<file path="config.mk">
export PLATFORM = sky130hd
export DESIGN_NAME = ile_cell
export DESIGN_NICKNAME = d
export VERILOG_FILES = /design/src/sv/ile_pkg.sv /design/src/sv/ile_cell.sv
export SDC_FILE = /design/constraint.sdc
export NUM_CORES = 1
export LEC_CHECK = 0
export BUFFER_PORTS_ARGS = -buffer_cell sky130_fd_sc_hd__buf_2
export CELL_PAD_IN_SITES_DETAIL_PLACEMENT = 0
export CELL_PAD_IN_SITES_GLOBAL_PLACEMENT = 1
export CORE_UTILIZATION = 26
export CTS_CLUSTER_DIAMETER = 60
export DETAILED_ROUTE_END_ITERATION = 8
export HOLD_SLACK_MARGIN = 0.08
export PLACE_DENSITY_LB_ADDON = 0.1
export SYNTH_ARGS = -nofsm -noshare
export SYNTH_HDL_FRONTEND = slang
export SYNTH_SLANG_ARGS = --single-unit
</file>
<file path="constraint.sdc">
create_clock -name clock -period 5.7 [get_ports clock]
set_input_delay 1.71 -clock clock [delete_from_list [all_inputs] [get_ports clock]]
set_output_delay 1.71 -clock clock [all_outputs]
set_load 0.005 [all_outputs]
</file>
<file path="src/sv/ile_pkg.sv">
// ----------------------------------------------------------------------------
// Indexed list engine package
// Field widths, operation and status codes, and the command that the list
// control broadcasts to every storage cell.
// ----------------------------------------------------------------------------
package ile_pkg;

   localparam int DATA_W   = 32;
   localparam int FUNC_W   = 3;
   localparam int INDEX_W  = 7;
   localparam int STATUS_W = 2;
   localparam int COUNT_W  = 7;

   // Operation codes carried by a request beat.
   localparam logic [FUNC_W-1:0] FUNC_READ = 3'd0;
   localparam logic [FUNC_W-1:0] FUNC_HEAD = 3'd1;
   localparam logic [FUNC_W-1:0] FUNC_TAIL = 3'd2;
   localparam logic [FUNC_W-1:0] FUNC_AT   = 3'd3;
   localparam logic [FUNC_W-1:0] FUNC_DEL  = 3'd4;

   // Status codes returned with every response beat.
   localparam logic [STATUS_W-1:0] STATUS_DONE  = 2'd0;
   localparam logic [STATUS_W-1:0] STATUS_RANGE = 2'd1;
   localparam logic [STATUS_W-1:0] STATUS_FULL  = 2'd2;

   // Read data returned when no entry is read.
   localparam logic [DATA_W-1:0] READ_NONE = '1;

   // Movement applied across the whole row of cells.
   typedef enum logic [1:0] {
      SHIFT_HOLD,
      SHIFT_INSERT,
      SHIFT_DELETE
   } shift_type;

   typedef struct packed {
      shift_type          shift;
      logic [DATA_W-1:0]  value;
   } cell_cmd_type;

endpackage

</file>
<file path="src/sv/ile_cell.sv">
// ----------------------------------------------------------------------------
// Indexed list storage cell
// Holds one list entry. On an insert the cells behind the position take the
// entry of their left neighbour and the cell at the position takes the new
// value; on a delete the cells from the position onwards take the entry of
// their right neighbour.
// ----------------------------------------------------------------------------
module ile_cell
   import ile_pkg::*;
#(
   parameter int POS_W = 6,
   parameter int IDX   = 0
) (
   input  logic               clock,
   input  cell_cmd_type       cmd,
   input  logic [POS_W-1:0]   pos,
   input  logic [DATA_W-1:0]  left_q,
   input  logic [DATA_W-1:0]  right_q,
   output logic [DATA_W-1:0]  data_q
);

   localparam logic [POS_W-1:0] MY_POS = POS_W'(IDX);

   logic [DATA_W-1:0] data_ff;
   logic [DATA_W-1:0] data_in;
   logic              at_pos;
   logic              after_pos;

   // Where this cell stands relative to the operation's position.
   assign at_pos    = (pos == MY_POS);
   assign after_pos = (pos < MY_POS);

   // Next entry of this cell.
   always_comb begin
      data_in = data_ff;
      case (cmd.shift)
         SHIFT_INSERT: begin
            if (after_pos) begin
               data_in = left_q;
            end else if (at_pos) begin
               data_in = cmd.value;
            end
         end
         SHIFT_DELETE: begin
            if (at_pos || after_pos) begin
               data_in = right_q;
            end
         end
         default: begin
            data_in = data_ff;
         end
      endcase
   end

   // Entry storage; payload only, so no reset.
   always_ff @(posedge clock) begin
      data_ff <= data_in;
   end

   assign data_q = data_ff;

endmodule

</file>
## Word-level counts from Yosys, hierarchy flattened

Cells that the tools add are included.

- Reductions and logical operators: 4
- Equality and inequality tests: 4
- Shift-type cells: 0
- Multiply operators: 0
- Magnitude comparators: 1
- Add/sub/neg operators: 0
- Bitwise logic cells: 0
- Muxes and demuxes: 4
- Div/mod/pow operators: 0

Operators by type and width:

| cell | number |
|---|---|
| 32-bit 2-to-1 mux | 3 |
| 32-bit case mux with 2 select lines | 1 |
| 6-bit logical NOT | 1 |
| 6-bit by 1-bit < comparator with 1-bit output, second input constant | 1 |
| 3-bit inequality test, second input constant | 1 |
| 3-bit AND reduction | 1 |
| 2-bit by 1-bit equality test with 1-bit output, second input constant | 1 |
| 2-bit equality test, second input constant | 1 |
| 2-bit inequality test, second input constant | 1 |
| 2-bit nonzero test | 1 |
| 1-bit logical OR | 1 |

- Memory bits (writable): 0
- Memories kept: 0
- Bits of input ports: 105
- Output and inout bits: 32
- Flip-flop bits (word level): 32
- Word-level logic and storage cells: 14
- Latch bits: 0
- Bits in read-only memories: 0

## Longest topological paths before layout

Gate-level depths: netlist of the first run.

- Word-level depth: 4
- Gate-level depth with buffers: 4
- Mapped depth without buffers: 2

## Worst setup path after synthesis of the first run

No wires, ideal clock.

- Path type: input to register
- From: in pos[0]
- To: reg data_ff[0], in the netlist data_q[0] (enable)
- Arrival time: 4081 ps
- Data required time: 5258 ps
- Buffers on the path: 0
- Setup slack: 1177 ps
- Stages: 2
- Setup time: 442 ps
- Cell sequence: or4_4 -> nor4_2

- Cells in the longest elaborated chain, start to end: 4
- Elaborated cells on any way between the ends: 6
- Classes of those cells: 1 x order compare; 2 x eq/ne; 3 x reduce/logical

Ends and longest elaborated chain:

| element | line | text |
|---|---|---|
| start, declared | ile_cell.sv:16 | `input logic [POS_W-1:0] pos,` |
| 6-bit by 1-bit < comparator with 1-bit output or 6-bit logical NOT (tied branches) | ile_cell.sv:31, ile_cell.sv:30 |  |
| 1-bit logical OR | ile_cell.sv:45 | `if (at_pos \|\| after_pos) begin` |
| 2-bit inequality test (no source line) | n/a |  |
| 3-bit AND reduction (no source line) * | n/a |  |
| end signal, assigned | ile_cell.sv:57 | `data_ff <= data_in;` |
| end, declared | ile_cell.sv:24 | `logic [DATA_W-1:0] data_ff;` |

Every way passes the cells marked *; elsewhere a longest branch is shown, timed or not.
A chain may end at the register's enable or synchronous reset.

## Worst setup path after layout of the first run

- From: in pos[0]
- To: reg data_ff[18], in the netlist data_q[18] (enable)

The elaborated chain is that of the path after synthesis.

==> reports/results.ini, run 1 <==
[floorplanning]
die_w_um=75.91
design.core.area_um2=5172
rows=26
initial_core_util_pct=27.46
die-area_um2=5762
die_h_um=75.91
io_pins=137

[yosys]
synth_top_area_share_pct=67.67
syn_area_um2=1420
yosysUniqueCellTypes=8
synthArstFlopShare_pct=0
syn_inst=72
syn_area_per_cell_um2=19.72
ys_seq_elements=32
netlist_top_cells_count=32 x edfxtp_1, 28 x mux2_2, 4 x buf_6, 4 x mux2_4
seq_area_frac_synth_pct=67.67
synth_nets=177
synth_most_common_cell=edfxtp_1
ys_warn_count=0
synth_top_cell_by_area=edfxtp_1
synth_area_leaders=edfxtp_1 68%, mux2_2 22%, mux2_4 4.2%
synth_edf_count=32
synth-main-ff-cell=edfxtp_1

[timing]
drv_slew=0
worst_pin_slew_ns=0.9355
slew_headroom_pct=37.16
period_share_pct=63.02
hold_viol_final=0
setup_viol=0
rsz0062_at_grt=false
finalCriticalPeriod_ns=3.592
fin_tns_setup_ns=0
fmax_ghz=0.2784

[routing]
routedWlPerCell_um=12.34
dr_total_vias=1028
via_per_inst=4.096
routed_wl_um=3098
detail-route-antenna-nets=0
drc=0
drtIter0Drc=29
firstDrtPassIters=4

[power]
peakVddDrop_v=0.00009279
switching_share_pct=20.62
power_density_nw_per_um2=230.3
switching_power_uw=99.26
pwr-share-seq_pct=54.6
combPwrFrac_pct=11.3
clock_power_share_pct=34.1
cell_internal_pwr_uw=382.0
power.leakage_uw=0.0008965

[global_routing]
antenna_found_initial=0
grt_pass1_wl_um=5078
grtUsageTotal_pct=11.37
grt_pass1_vias=1105
grt-ovfl-total=0
grt_max_degree=33

[worst_setup_path]
cp-start-kind=input port
cp_data_required_time_ns=5.66
arrival_ns=3.55
cp_max_fo=19
crit_path_end_kind=register
path_class=in -> reg

[clock_network]
clockBufferDepth=2
clkTransAtPathRegs_ns=0.07
numCtsBuffers=5
hold_buffers=0
cts.sinks=32
post_cts_resized=0
post-cts-setup-buffers=0
clock-root-buffer=clkbuf_8
cts_tree=done
h-tree-depth=2

[final_layout]
fin_nets=285
fin_util_pct=40.40
multi_input_area_um2=430.4
syn_to_final_growth_pct=47.14
regArea_um2=960.9
layout-drive-gt1-share_pct=81.22
largest_reg_flops=32
num_antenna_cells=0
fill_cells=514

[placement]
gp_congestion=0.6939
io_buffers=104

[min_path]
hold_path_class=in -> reg

[run_status]
status=completed

[flow_run]
max-cap-violations=0

-- cell usage in the layout, fill, tap and decap left out, drive strengths merged --
cell type and count:
xnor2 1, clkbuf 5, mux2 32, or4 1, nor2b 1, edfxtp 32, nor4 1, clkinv 3
buf 105
-- through the flow --
stage / cells / setup slack (ns) / hold WS (ns) / area [um2] / power [uW]
3_3_place_gp: 243 / 1.804 / 2.011 / 2007 / 321.5
5_1_grt: 251 / 1.944 / 1.718 / 2090 / 503.8
6_report: 251 / 2.108 / 1.729 / 2090 / 481.3
3_5_place_dp: 243 / 1.738 / 2.015 / 2007 / 323.4
2_1_floorplan: 72 / 1.177 / 1.927 / 1420 / 296.5
4_1_cts: 251 / 2.017 / 1.719 / 2090 / 490.6
-- critical path, cell delays in order --
cell and delay, ns:
buf_2 0.10, or4_4 0.53, nor4_4 0.79, buf_4 0.41
-- power by group through the flow --
| stage | logic, uW | clock network (uW) | registers (uW) |
|---|---|---|---|
| after floorplan | 28.1 | 0 | 268 |
| after global placement | 53.6 | 0 | 268 |
| after detailed placement | 55.4 | 0 | 268 |
| after CTS | 55.6 | 172 | 263 |
| after global routing | 60.4 | 181 | 263 |
| final | 54.5 | 164 | 263 |
-- layout make-up --
type                            count  share of cell area [%]
Clock buffer                        5                   3.293
Tap cell                           70                   4.192
Timing Repair Buffer              105                   25.27
Clock inverter                      3                  0.6587
Sequential cell                    32                   45.99
Multi-Input combinational cell     36                   20.60
-- final timing paths --
path                    start                    to  slack, ns  cells past startpoint
setup / recovery       pos[0]  data_q[18]$_DFFE_PP_       2.11                      4
hold / removal    right_q[19]  data_q[19]$_DFFE_PP_       1.73                      2
-- cells by family (layout without fill, tap and decap cells) --
kind of cell / after synthesis / after routing / share of synthesized area, %
muxes: 32 / 32 / 26.43
DFF: 32 / 32 / 67.67
buffers and inverters: 4 / 113 / 3.172
and+or+nand+nor: 3 / 3 / 2.115
xor gates and xnor gates: 1 / 1 / 0.6169
-- layer usage --
metal	vias up	share of wire, %	global-route usage (%)
met5	-	0	0
met4	0	0.39	3.462
met3	2	11	4.578
met2	75	49	20.36
met1	456	39	12.22
li1	495	-	-
(Power assumes the default switching activity.)
==> run 2: changes to the inputs <==
==> constraint.sdc (replaced) <==
create_clock -name clock -period 3.8 [get_ports clock]
set_input_delay 1.14 -clock clock [delete_from_list [all_inputs] [get_ports clock]]
set_output_delay 1.14 -clock clock [all_outputs]
set_load 0.005 [all_outputs]
==> reports/results.ini, run 2 (synthesis results as in run 1) <==
[worst_setup_path]
crit_cells=4  ; unchanged
crit_path_end_kind=register
crit_family=simple AND/OR/NAND/NOR gates
arrival_ns=2.42  ; -1.13 ns
worst_path_max_delay_cell=or4_4
cp_max_fo=32  ; +13
crit_buf_inv=2  ; unchanged
endpoint=data_q[9]$_DFFE_PP_
path_class=in -> reg
startpoint=pos[0]
cp_data_required_time_ns=3.73  ; -1.93 ns
cp-start-kind=input port
slowest_delay_ns=0.54  ; -0.25 ns
crit_chain=buf_2 > or4_4 > nor4_4 > buf_4

[global_routing]
grt_pass1_vias=1091  ; -1.3%
grt_max_degree=33  ; unchanged
grt_use_met3_pct=4.819  ; +0.24 points
grt_util_met1_pct=11.98  ; -0.24 points
use_met2_pct=19.09  ; -1.3 points
antenna_found_initial=0  ; unchanged
grt_pass1_wl_um=4954  ; -2.4%
grt-ovfl-total=0  ; unchanged
grtUsageTotal_pct=11.13  ; -0.24 points
grt-busiest-layer=met2

[clock_network]
cts.sinks=32  ; unchanged
numCtsBuffers=5  ; unchanged
h-tree-depth=2  ; unchanged
clockBufferDepth=2  ; unchanged
cts_tree=done
clkTransAtPathRegs_ns=0.07  ; about the same
clock-root-buffer=clkbuf_8
post-cts-setup-buffers=0  ; unchanged
hold_buffers=0  ; unchanged
post_cts_resized=0  ; unchanged

[routing]
drtIter0Drc=19  ; -34%
via_per_inst=4.143  ; +1.2%
routed_wl_um=3002  ; -3.1%
dr_total_vias=1040  ; +1.2%
routedWlPerCell_um=11.96  ; -3.1%
drc=0  ; unchanged
firstDrtPassIters=2  ; -2
detail-route-antenna-nets=0  ; unchanged

[final_layout]
num_antenna_cells=0  ; unchanged
final_cell_mix=104 x buf_2, 32 x edfxtp_1, 28 x mux2_2
syn_to_final_growth_pct=47.31
multi_input_area_um2=430.4  ; unchanged
layout-drive-gt1-share_pct=81.22  ; unchanged
final_common_cell=buf_2
fill_cells=495  ; -3.7%
regArea_um2=960.9  ; unchanged
largest_reg_flops=32  ; unchanged
stdcell_area_um2=2092  ; +0.12%
fin_nets=286  ; +0.35%

[power]
power.leakage_uw=0.0008973  ; about the same
peakVddDrop_v=0.0001389  ; +50%
power_density_nw_per_um2=342.2  ; +49%

[placement]
io_buffers=104  ; unchanged
gp_congestion=0.7151  ; +3.1%
postPlaceCellArea_um2=2014  ; +0.37%
dpl.hpwl_um=2188

[floorplanning]
die_w_um=75.91  ; unchanged
design.core.area_um2=5172  ; unchanged
rows=26  ; unchanged
die-area_um2=5762  ; unchanged
io_pins=137  ; unchanged
die_h_um=75.91  ; unchanged
initial_core_util_pct=27.46  ; unchanged

[run_status]
status=completed

[timing]
period_share_pct=65.55
fmax_ghz=0.4014
slew_headroom_pct=71.87  ; +35 points
drv_slew=0  ; unchanged
finalCriticalPeriod_ns=2.491
fin_tns_setup_ns=0  ; unchanged
setup_viol=0  ; unchanged
hold_viol_final=0  ; unchanged
rsz0062_at_grt=false
worst_pin_slew_ns=0.4219  ; -0.5136 ns

[min_path]
hold_path_class=in -> reg

[flow_run]
max-cap-violations=0  ; unchanged

## run 2: changes by cell type in the layout (fill, tap and decap cells not counted)
cell | previous run | this run
clkbuf_1 | 0 | 1
clkinv_1 | 1 | 0
buf_4 | 1 | 2
clkinv_2 | 2 | 1
## run 2: final cells by class
type | count | share of cell area (%)
clock buffer | 6 | 3.469
clock inverter | 1 | 0.2392
multi-input combinational | 36 | 20.57
sequential | 32 | 45.93
tap | 70 | 4.187
timing repair buffer | 106 | 25.60
## run 2: how the worst min path moves through the flow
stage | to | cells after the start | from
6_report | data_q[26]$_DFFE_PP_ | 2 | right_q[26]
5_1_grt | data_q[19]$_DFFE_PP_ | 2 | cmd[19]
4_1_cts | data_q[26]$_DFFE_PP_ | 2 | right_q[26]
3_5_place_dp | data_q[1]$_DFFE_PP_ | 2 | right_q[1]
3_3_place_gp | data_q[0]$_DFFE_PP_ | 2 | right_q[0]
2_1_floorplan | data_q[1]$_DFFE_PP_ | 1 | right_q[1]
## run 2: power breakdown
group	internal [uW]	switching [uW]
Combinational	55.6	26.3
Clock	124	115
Sequential	394	0.530
## run 2: routing by layer
| metal | part of all wire [%] | up-vias |
|---|---|---|
| met1 | 38 | 475 |
| met2 | 51 | 63 |
| met4 | 1.6 | 0 |
| li1 | - | 496 |
| met5 | 0 | - |
| met3 | 9.5 | 6 |
## run 2: stage by stage
step                      worst slack, ns  total power [uW]  instances  hold slack (ns)  util (%)
after global placement              1.034             482.5        244            1.439     38.95
after global routing                1.246             754.3        251            1.152     40.45
after detailed placement            1.007             485.3        244            1.445     38.95
final                               1.309             715.9        251            1.160     40.45
after floorplan                    0.5870             445.3         72            1.357         -
after CTS                           1.304             731.4        251            1.147     40.45
==> run 3: changes to the inputs <==
==> constraint.sdc (replaced) <==
create_clock -name clock -period 2.55 [get_ports clock]
set_input_delay 0.765 -clock clock [delete_from_list [all_inputs] [get_ports clock]]
set_output_delay 0.765 -clock clock [all_outputs]
set_load 0.005 [all_outputs]
==> reports/results.ini, run 3 (synthesis results as in run 1) <==
[clock_network]
clkTransAtPathRegs_ns=0.06  ; about the same
clockBufferDepth=2  ; unchanged
cts_tree=done
numCtsBuffers=5  ; unchanged
clock-root-buffer=clkbuf_8
h-tree-depth=2  ; unchanged
post-cts-setup-buffers=0  ; unchanged
post_cts_resized=0  ; unchanged
cts.sinks=32  ; unchanged
hold_buffers=0  ; unchanged

[worst_setup_path]
crit_chain=buf_2 > or4_4 > nor4_4 > buf_12
cp_data_required_time_ns=2.52  ; -1.21 ns
cp-start-kind=input port
crit_path_end_kind=register
startpoint=pos[0]
path_class=in -> reg
crit_buf_inv=2  ; unchanged
slowest_delay_ns=0.53  ; about the same
cp_max_fo=32  ; unchanged
arrival_ns=1.94  ; -0.48 ns
worst_path_max_delay_cell=or4_4
crit_family=simple AND/OR/NAND/NOR gates

[routing]
dr_total_vias=1048  ; +0.77%
via_per_inst=4.159  ; +0.37%
routed_wl_um=3022  ; +0.67%
detail-route-antenna-nets=0  ; unchanged
drtIter0Drc=13  ; -6
firstDrtPassIters=2  ; unchanged
routedWlPerCell_um=11.99  ; +0.27%
drc=0  ; unchanged

[final_layout]
largest_reg_flops=32  ; unchanged
syn_to_final_growth_pct=48.72
final_cell_mix=104 x buf_2, 32 x edfxtp_1, 28 x mux2_2
fin_nets=287  ; +0.35%
layout-drive-gt1-share_pct=81.32  ; +0.10 points
stdcell_area_um2=2112  ; +0.96%
num_antenna_cells=0  ; unchanged
final_common_cell=buf_2

[timing]
drv_slew=0  ; unchanged
rsz0062_at_grt=false
worst_pin_slew_ns=0.2642  ; -0.1577 ns
finalCriticalPeriod_ns=1.968
hold_viol_final=0  ; unchanged
setup_viol=0  ; unchanged
slew_headroom_pct=82.26  ; +10 points
fin_tns_setup_ns=0  ; unchanged
setup_ws_ns=0.5818  ; -0.7271 ns
fmax_ghz=0.5081
period_share_pct=77.18

[power]
power.leakage_uw=0.0009052  ; +0.87%
clock_power_share_pct=33.5  ; about the same
switching_power_uw=213.5  ; +50%
power_density_nw_per_um2=506.5  ; +48%
combPwrFrac_pct=11.5  ; about the same
pwr-share-seq_pct=55.0  ; about the same
switching_share_pct=19.96  ; +0.10 points
total_power_uw=1070  ; +49%
cell_internal_pwr_uw=856.3  ; +49%
peakVddDrop_v=0.0002209  ; +59%

[global_routing]
grt_max_degree=33  ; unchanged
grt_pass1_vias=1099  ; +0.73%
grt-ovfl-total=0  ; unchanged
grtUsageTotal_pct=10.96  ; -0.18 points
antenna_found_initial=0  ; unchanged
grt_pass1_wl_um=4823  ; -2.6%

[min_path]
hold_path_class=in -> reg
hold_path_startpoint=cmd[2]

[placement]
pre_cts_slack_ns=0.2905  ; -0.7167 ns
gp_congestion=0.6918  ; -3.3%
io_buffers=104  ; unchanged
dpl.hpwl_um=2295  ; +4.9%
postPlaceCellArea_um2=2034  ; +0.99%

[floorplanning]
io_pins=137  ; unchanged
die_w_um=75.91  ; unchanged
die-area_um2=5762  ; unchanged
rows=26  ; unchanged
die_h_um=75.91  ; unchanged
initial_core_util_pct=27.46  ; unchanged
design.core.area_um2=5172  ; unchanged

[flow_run]
max-cap-violations=0  ; unchanged

[run_status]
status=completed

## run 3: cell types whose count changed in the layout (fill, tap and decap cells not counted), sizes merged
cell,previous run,this run
buf,106,107
## run 3: cell type report
cell class	count	area, um2
tap	70	87.58
fill	503	3060
clock inverter	1	5.005
multi-input combinational	36	430.4
timing repair buffer	107	555.5
sequential	32	960.9
clock buffer	6	72.57
## run 3: per-layer routing
layer	vias to the layer above	track usage (%)	part of all wire [%]
met4	0	6.731	1.4
li1	502	-	-
met1	477	11.38	36
met2	63	19.09	53
met3	6	3.614	9.0
met5	-	0	0
## run 3: per-stage QoR
step	instances	hold slack [ns]	utilization [%]
after CTS	252	0.7724	40.83
final	252	0.7835	40.83
after global placement	245	1.065	39.33
after floorplan	72	0.9825	-
after global routing	252	0.7760	40.83
after detailed placement	245	1.068	39.33
## run 3: power groups by stage
stage	logic, uW	registers, uW	clock network [uW]
6_report	123	588	358
5_1_grt	136	588	391
4_1_cts	126	588	378
3_5_place_dp	125	599	0
3_3_place_gp	122	599	0
2_1_floorplan	63.6	600	0
## run 3: worst paths after layout
path,end,slack (ns),cells past startpoint
setup / recovery,data_q[8]$_DFFE_PP_,0.58,4
hold / removal,data_q[2]$_DFFE_PP_,0.78,2
